`src/rtl/core/gpt_hv_pkg.sv`:
```
// Shared constants, types and helper functions for the GPT header validator.
// No dependencies; imported by gpt_header_validator.
package gpt_hv_pkg;

  localparam int SECTOR_BYTES = 512;
  localparam int END_BYTES    = 2 * SECTOR_BYTES;
  localparam int POS_W        = $clog2(END_BYTES) + 1;
  localparam int OFF_W        = $clog2(SECTOR_BYTES);

  localparam int MBR_TABLE_START = 446;
  localparam int MBR_TABLE_END   = MBR_TABLE_START + 64;
  localparam int BOOT_SIG_AT     = 510;
  localparam int HDR_MIN         = 92;

  localparam logic [31:0] CRC_POLY  = 32'hEDB8_8320;
  localparam logic [31:0] CRC_INIT  = 32'hFFFF_FFFF;
  localparam logic [7:0]  BOOT_LO   = 8'h55;
  localparam logic [7:0]  BOOT_HI   = 8'hAA;
  localparam logic [7:0]  TYPE_PROT = 8'hEE;
  localparam logic [63:0] EFI_SIG   = 64'h5452_4150_2049_4645;

  localparam int S_DATA_W = 8;
  localparam int M_DATA_W = 40;

  typedef logic [POS_W-1:0] pos_t;
  typedef logic [OFF_W-1:0] off_t;

  typedef enum logic [2:0] {
    FAIL_NONE      = 3'd0,
    FAIL_BOOT_SIG  = 3'd1,
    FAIL_NO_PROT   = 3'd2,
    FAIL_SIGNATURE = 3'd3,
    FAIL_SIZE      = 3'd4,
    FAIL_CRC       = 3'd5
  } fail_code_t;

  // One byte of reflected CRC-32, LSB first.
  function automatic logic [31:0] crc_byte(input logic [31:0] c_in, input logic [7:0] b);
    logic [31:0] c;
    c = c_in ^ {24'd0, b};
    for (int k = 0; k < 8; k++) begin
      c = c[0] ? ((c >> 1) ^ CRC_POLY) : (c >> 1);
    end
    return c;
  endfunction

  // Expected byte of the "EFI PART" signature at header offset 0..7.
  function automatic logic [7:0] efi_sig_byte(input logic [2:0] idx);
    return EFI_SIG[{idx, 3'b000} +: 8];
  endfunction

endpackage

```
`src/rtl/core/gpt_header_validator.sv`:
```
// GPT header validator: checks MBR boot signature, protective entry, GPT
// header signature, size and CRC-32 over a byte stream of sectors 0 and 1.
// Depends on gpt_hv_pkg.
//
//  channel | dir | handshake         | payload
//  --------+-----+-------------------+-----------------------------------------
//  s_*     | in  | s_tvalid/s_tready | s_tdata = data_byte, s_tuser = restart
//  m_*     | out | m_tvalid/m_tready | m_tdata = table_valid, fail_code, crc
//
// One byte is taken per cycle; the header fields and the CRC are updated by
// a single byte-wide CRC step in the same cycle, so the rate is one byte per
// clock while the input is not stalled. The verdict is written to the output
// register at the edge that takes the last byte of sector 1 and is offered on
// m_* from the next cycle on. Reset (rst, synchronous) clears the check so the
// first byte counts as byte 0. The input is stalled only while a verdict waits
// in the output register and the sink is not ready to take it.
module gpt_header_validator (
  input  logic                             clk,
  input  logic                             rst,
  input  logic                             s_tvalid,
  output logic                             s_tready,
  input  logic [gpt_hv_pkg::S_DATA_W-1:0]  s_tdata,  // [7:0] data_byte
  input  logic                             s_tuser,  // [0] restart
  output logic                             m_tvalid,
  input  logic                             m_tready,
  output logic [gpt_hv_pkg::M_DATA_W-1:0]  m_tdata   // [0] table_valid, [3:1] fail_code,
                                                     // [35:4] computed_crc, [39:36] zero
);
  import gpt_hv_pkg::*;

  // Running check state.
  pos_t        byte_position;
  logic [31:0] crc_register;
  logic        boot_sig_ok;
  logic        protective_seen;
  logic        signature_ok;
  logic [31:0] header_length;
  logic [31:0] stored_crc;

  // Next values.
  pos_t        byte_position_next;
  logic [31:0] crc_register_next;
  logic        boot_sig_ok_next;
  logic        protective_seen_next;
  logic        signature_ok_next;
  logic [31:0] header_length_next;
  logic [31:0] stored_crc_next;

  // State as seen by the current byte, after an optional restart.
  pos_t        eff_pos;
  logic [31:0] eff_crc;
  logic        eff_boot;
  logic        eff_prot;
  logic        eff_sig;
  logic [31:0] eff_hlen;
  logic [31:0] eff_scrc;

  logic        accept;
  logic        active;
  logic        last_byte;
  off_t        off;
  logic [7:0]  b;
  logic [7:0]  crc_in;
  logic [3:0]  mbr_rel;

  logic        size_ok;
  logic [31:0] crc_final;
  fail_code_t  code;

  // Output register.
  logic        table_valid;
  fail_code_t  fail_code;
  logic [31:0] computed_crc;

  assign s_tready = !m_tvalid || m_tready;
  assign accept   = s_tvalid && s_tready;
  assign b        = s_tdata;

  always_comb begin
    if (s_tuser) begin
      eff_pos  = '0;
      eff_crc  = CRC_INIT;
      eff_boot = 1'b0;
      eff_prot = 1'b0;
      eff_sig  = 1'b1;
      eff_hlen = '0;
      eff_scrc = '0;
    end else begin
      eff_pos  = byte_position;
      eff_crc  = crc_register;
      eff_boot = boot_sig_ok;
      eff_prot = protective_seen;
      eff_sig  = signature_ok;
      eff_hlen = header_length;
      eff_scrc = stored_crc;
    end
  end

  assign active    = eff_pos < pos_t'(END_BYTES);
  assign off       = off_t'(eff_pos - pos_t'(SECTOR_BYTES));
  assign mbr_rel   = 4'(eff_pos - pos_t'(MBR_TABLE_START));
  assign last_byte = (eff_pos == pos_t'(END_BYTES - 1));

  always_comb begin
    byte_position_next   = eff_pos + pos_t'(1);
    crc_register_next    = eff_crc;
    boot_sig_ok_next     = eff_boot;
    protective_seen_next = eff_prot;
    signature_ok_next    = eff_sig;
    header_length_next   = eff_hlen;
    stored_crc_next      = eff_scrc;
    crc_in               = b;

    if (eff_pos < pos_t'(SECTOR_BYTES)) begin
      // Sector 0: boot signature and the protective MBR entry type bytes.
      if (eff_pos == pos_t'(BOOT_SIG_AT)) begin
        boot_sig_ok_next = (b == BOOT_LO);
      end else if (eff_pos == pos_t'(BOOT_SIG_AT + 1)) begin
        boot_sig_ok_next = eff_boot && (b == BOOT_HI);
      end
      if (eff_pos >= pos_t'(MBR_TABLE_START) && eff_pos < pos_t'(MBR_TABLE_END) &&
          mbr_rel == 4'd4 && b == TYPE_PROT) begin
        protective_seen_next = 1'b1;
      end
    end else begin
      // Sector 1: GPT header fields and the running CRC.
      if (off < off_t'(8) && b != efi_sig_byte(off[2:0])) begin
        signature_ok_next = 1'b0;
      end
      if (off >= off_t'(12) && off < off_t'(16)) begin
        header_length_next = eff_hlen | ({24'd0, b} << {off[1:0], 3'b000});
      end
      if (off >= off_t'(16) && off < off_t'(20)) begin
        stored_crc_next = eff_scrc | ({24'd0, b} << {off[1:0], 3'b000});
        crc_in          = 8'd0;
      end
      // The size is known once byte 15 is in, so the first 16 bytes always count.
      if (off < off_t'(16) || 32'(off) < eff_hlen) begin
        crc_register_next = crc_byte(eff_crc, crc_in);
      end
    end
  end

  // Verdict for the last byte, taken from the updated state.
  assign crc_final = crc_register_next ^ CRC_INIT;
  assign size_ok   = (header_length_next >= 32'(HDR_MIN)) &&
                     (header_length_next <= 32'(SECTOR_BYTES));

  always_comb begin
    if (!boot_sig_ok_next) begin
      code = FAIL_BOOT_SIG;
    end else if (!protective_seen_next) begin
      code = FAIL_NO_PROT;
    end else if (!signature_ok_next) begin
      code = FAIL_SIGNATURE;
    end else if (!size_ok) begin
      code = FAIL_SIZE;
    end else if (crc_final != stored_crc_next) begin
      code = FAIL_CRC;
    end else begin
      code = FAIL_NONE;
    end
  end

  // Check state: only an accepted byte inside the two sectors moves it.
  always_ff @(posedge clk) begin
    if (rst) begin
      byte_position   <= '0;
      crc_register    <= CRC_INIT;
      boot_sig_ok     <= 1'b0;
      protective_seen <= 1'b0;
      signature_ok    <= 1'b1;
      header_length   <= '0;
      stored_crc      <= '0;
    end else if (accept && active) begin
      byte_position   <= byte_position_next;
      crc_register    <= crc_register_next;
      boot_sig_ok     <= boot_sig_ok_next;
      protective_seen <= protective_seen_next;
      signature_ok    <= signature_ok_next;
      header_length   <= header_length_next;
      stored_crc      <= stored_crc_next;
    end
  end

  // Result register: loads on the last byte, drains on the sink handshake.
  always_ff @(posedge clk) begin
    if (rst) begin
      m_tvalid <= 1'b0;
    end else if (accept && active && last_byte) begin
      m_tvalid <= 1'b1;
    end else if (m_tready) begin
      m_tvalid <= 1'b0;
    end
  end

  always_ff @(posedge clk) begin
    if (accept && active && last_byte) begin
      table_valid  <= (code == FAIL_NONE);
      fail_code    <= code;
      computed_crc <= size_ok ? crc_final : 32'd0;
    end
  end

  assign m_tdata = {4'd0, computed_crc, fail_code, table_valid};

  // A verdict only passes when no check failed.
  a_valid_matches_code: assert property (@(posedge clk) disable iff (rst)
    m_tvalid |-> (table_valid == (fail_code == FAIL_NONE)))
    else $error("table_valid disagrees with fail_code");

  // A bad header size reports a zero CRC.
  a_size_fail_zero_crc: assert property (@(posedge clk) disable iff (rst)
    (m_tvalid && fail_code == FAIL_SIZE) |-> (computed_crc == 32'd0))
    else $error("size failure with nonzero CRC");

  // A fresh verdict appears only once both sectors have been counted.
  a_result_at_end: assert property (@(posedge clk) disable iff (rst)
    $rose(m_tvalid) |-> (byte_position == pos_t'(END_BYTES)))
    else $error("result without a complete sector pair");

endmodule

```
`config.mk`:
```
export PLATFORM = sky130hd
export DESIGN_NAME = gpt_header_validator
export DESIGN_NICKNAME = d
export VERILOG_FILES = /design/src/rtl/core/gpt_hv_pkg.sv /design/src/rtl/core/gpt_header_validator.sv
export SDC_FILE = /design/constraint.sdc
export NUM_CORES = 1
export LEC_CHECK = 0
export BUFFER_PORTS_ARGS = -buffer_cell sky130_fd_sc_hd__buf_2
export CORE_ASPECT_RATIO = 1.4
export CORE_MARGIN = 3
export CORE_UTILIZATION = 50
export CTS_BUF_LIST = sky130_fd_sc_hd__clkbuf_4 sky130_fd_sc_hd__clkbuf_8 sky130_fd_sc_hd__clkbuf_16
export CTS_CLUSTER_SIZE = 10
export DETAILED_ROUTE_END_ITERATION = 10
export MAX_ROUTING_LAYER = met4
export PLACE_DENSITY = 0.66
export SLEW_MARGIN = 15
export SYNTH_ARGS = -nofsm -noshare
export SYNTH_HDL_FRONTEND = slang
export SYNTH_SLANG_ARGS = --single-unit
```
`constraint.sdc`:
```
create_clock -name clk -period 6.4 [get_ports clk]
set_input_delay 1.6 -clock clk [delete_from_list [all_inputs] [get_ports clk]]
set_output_delay 1.6 -clock clk [all_outputs]
set_load 0.005 [all_outputs]
```
==> results_dict.tcl <==
set metrics [dict create \
    maxCapViolCount 0 \
    synth_edf_count 36 \
    grt-busiest-layer "met2" \
    cts_buffers 17 \
    hold_viol_final 0 \
    min_period_ps 5210 \
    cts_buffer_depth 2 \
    cts_hold_buf 0 \
    die_height_um 173 \
    hold_start "crc_register[30]" \
    rsz0062_at_grt "no" \
    mostFrequentLayoutCells "nor2_1 (206), dfxtp_1 (111), nand2_1 (83), xnor2_1 (83), a22oi_1 (77)" \
    tightest_slew_ps 974 \
    peakVddDrop_v 0.000173 \
    synth_flop_cell "dfxtp_1" \
    path_clk_slew_ps 80 \
    grt_pass1_vias 9073 \
    area_growth_syn_to_layout_pct 10.3 \
    pwr_density_cell_nw_per_um2 222 \
    fill_cells 1843 \
    via_per_inst 6.47 \
    combinationalPowerShare_pct 17.3 \
    startpoint_type "input pin" \
    clock_latency_ps 450 \
    track_usage_pct 35.3 \
    grt_pass1_wl_mm 56.9 \
    die_area_um2 21700 \
    io_buffers 50 \
    io_pins 55 \
    fin_ws_ps 1190 \
    core_region_area_um2 19400 \
    slowest_stage "xnor2_1" \
    timing.rr.start "byte_position[5]" \
    syn-mean-instance-area_um2 8.25 \
    internal_power_mw 1.65 \
    cts_resized 0 \
    root_buffer "clkbuf_16" \
    antenna_left 0 \
    synth_area_um2 9990 \
    ctsHtreeMaxLevel 4 \
    cts_sinks 147 \
    r2r_cells 12 \
    grtUsageMet2_pct 59.2 \
    synth-seq-area-share_pct 33.1 \
    r2r-end "fail_code[2]" \
    netlist_instances 1211 \
    grt-ovfl-total 0 \
    skew_ps 17.0 \
    sw_frac_of_total_pct 32.4 \
    p_leak_nw 3.95 \
    drc 0 \
    worstPathCellList "buf_4 > inv_1 > buf_4 > nand2_1 > ha_1 > o2111ai_1 > o211ai_1 > nand2_1 > buf_12 > mux2i_1 > xnor2_1 > o311ai_0 > nor4_1 > and4_1 > a31oi_1" \
    chipWidth_um 125 \
    grtUsageMet3_pct 4.19 \
    num_vias 9538 \
    cp-end-kind "flop" \
    holdPathStages 2 \
    grtUsageMet1_pct 40.4 \
    drive_above_1_share_pct 11.9 \
    place_congestion 1.02 \
    start_util_pct 51.4 \
    post_drt_wl_per_cell_um 25.9 \
    row_count 60 \
    place_ws_ps 931 \
    min_period_over_period_pct 81.4 \
    tns_ps 0 \
    maxSlewViolCount 0 \
    slew_headroom_pct 34.6 \
    r2r_slack_ps 2030 \
    antenna_found_initial 0 \
    run_status "finished clean" \
    async_flop_share_pct 0 \
    dr.pass1.iters 6 \
    p_seq_share_pct 39.7 \
    crit_required_ps 6580 \
    synth.distinct_cells 82 \
    drt_iter0_markers 998 \
    post-cts-setup-buffers 0 \
    drt-total-wl_mm 38.1 \
    ys_warn_count 0 \
    ys_ff_latch 147 \
    fmax_mhz 192 \
    nNetsFinal 1242 \
    grt_max_degree 71 \
    worstPathMaxFanout 35 \
    slowest_delay_ps 410 \
    n_antenna_cell 0 \
    min_path_type "flop to flop" \
    switchingPower_mw 0.792 \
    hpwlAfterDp_mm 27.8 \
    cts_tree "yes" \
    worstSetupPathType "input pin to flop" \
    setup_viol 0 \
    min_to "crc_register[30]" \
    final_common_cell "nor2_1" \
    critPathArrivalTime_ps 5390 \
    clkPwrFrac_pct 43.0 \
]
==> cell usage after synthesis (6+ instances only) <==
library cell / instances / share of area, %
and3_1: 9 / 0.56
buf_1: 11 / 0.41
a211oi_1: 13 / 0.98
o211ai_1: 9 / 0.68
nor3_1: 17 / 0.85
xor2_1: 40 / 3.5
xnor2_1: 83 / 7.3
inv_1: 13 / 0.49
a31oi_1: 10 / 0.63
a211o_1: 12 / 1.1
buf_2: 10 / 0.50
clkbuf_1: 73 / 2.7
nor2b_1: 20 / 1.3
edfxtp_1: 36 / 11
buf_4: 6 / 0.45
nand2b_1: 29 / 1.8
or4_1: 7 / 0.53
or2_2: 9 / 0.56
a22o_1: 7 / 0.61
xnor3_1: 9 / 2.0
nand3_1: 22 / 1.1
nand4_1: 10 / 0.63
o22ai_1: 24 / 1.5
a21oi_1: 49 / 2.5
mux2i_1: 20 / 2.0
nand2_1: 83 / 3.1
ha_1: 16 / 2.0
and2_1: 7 / 0.44
a22oi_1: 77 / 5.8
nand3b_1: 11 / 0.83
o21ai_0: 27 / 1.4
dfxtp_1: 111 / 22
nor4_1: 15 / 0.94
nor2_1: 207 / 7.8
==> power by group through the flow <==
| stage | Sequential (mW) | Combinational, mW | Clock (mW) |
|---|---|---|---|
| floorplan | 0.978 | 0.286 | 0 |
| global placement | 0.990 | 0.412 | 0 |
| detailed placement | 0.989 | 0.410 | 0 |
| CTS | 0.968 | 0.412 | 1.05 |
| global route | 0.969 | 0.440 | 1.09 |
| finish | 0.969 | 0.422 | 1.05 |
==> cells by family (layout without fill, tap and decap cells) <==
logic type,Yosys count,in the layout,synth area share [%]
adder cells (fa/ha/maj),16,16,2.00
flip-flops,147,147,33.1
other,1,4,0.0375
XOR/XNOR,136,136,13.7
multiplexers,25,25,2.57
AO/OA/AOI/OAI,300,300,21.4
buffers and inverters,116,128,4.79
AND/OR/NAND/NOR,470,470,22.4
==> worst max-delay path, delay by kind of cell <==
| family | cells | cell delay (ps) |
|---|---|---|
| mux | 1 | 180 |
| simple gates | 4 | 1030 |
| buf+inv | 4 | 1000 |
| fa+ha+maj | 1 | 300 |
| xor+xnor | 1 | 410 |
| compound gates | 4 | 850 |
==> metal layers <==
layer	vias up	share of wire (%)
met5	-	0
met3	124	6.5
li1	4369	-
met2	470	49
met1	4575	37
met4	0	7.1
==> flip-flops by register name (all words and copies together), names as in the netlist <==
signal           count
boot_sig_ok          1
byte_position       11
computed_crc        32
crc_register        32
fail_code            3
header_length       32
m_tvalid             1
protective_seen      1
signature_ok         1
stored_crc          32
table_valid          1
==> worst max-delay path by stage <==
stage / from / to / slack [ps] / cells after the start
6_report: s_tuser / fail_code[2] / 1190 / 15
5_1_grt: s_tuser / fail_code[2] / 980 / 16
4_1_cts: s_tuser / fail_code[2] / 1340 / 15
3_5_place_dp: s_tuser / fail_code[2] / 930 / 16
3_3_place_gp: s_tuser / fail_code[2] / 940 / 16
2_1_floorplan: s_tuser / table_valid / 10 / 22
==> area by class of cell <==
cell class / count / area, um2 / share of cell area, %
inverters: 15 / 56.3 / 0.511
repair buffers: 81 / 500 / 4.54
multi-input cells: 951 / 6240 / 56.6
clock inverters: 14 / 156 / 1.42
clock buffers: 18 / 450 / 4.09
well taps: 248 / 310 / 2.82
flip-flops and latches: 147 / 3300 / 30.0
==> per-stage QoR <==
stage	cell area [um2]	instances	util, %	hold WS, ps	power (mW)
after floorplan	10000	1214	-	438	1.26
after global placement	10400	1442	53.5	452	1.40
after detailed placement	10400	1442	53.5	470	1.40
after CTS	11000	1474	56.7	488	2.43
after global routing	11000	1474	56.7	514	2.50
final	11000	1474	56.7	495	2.44
Note: power is estimated with default switching activity, not from simulation.
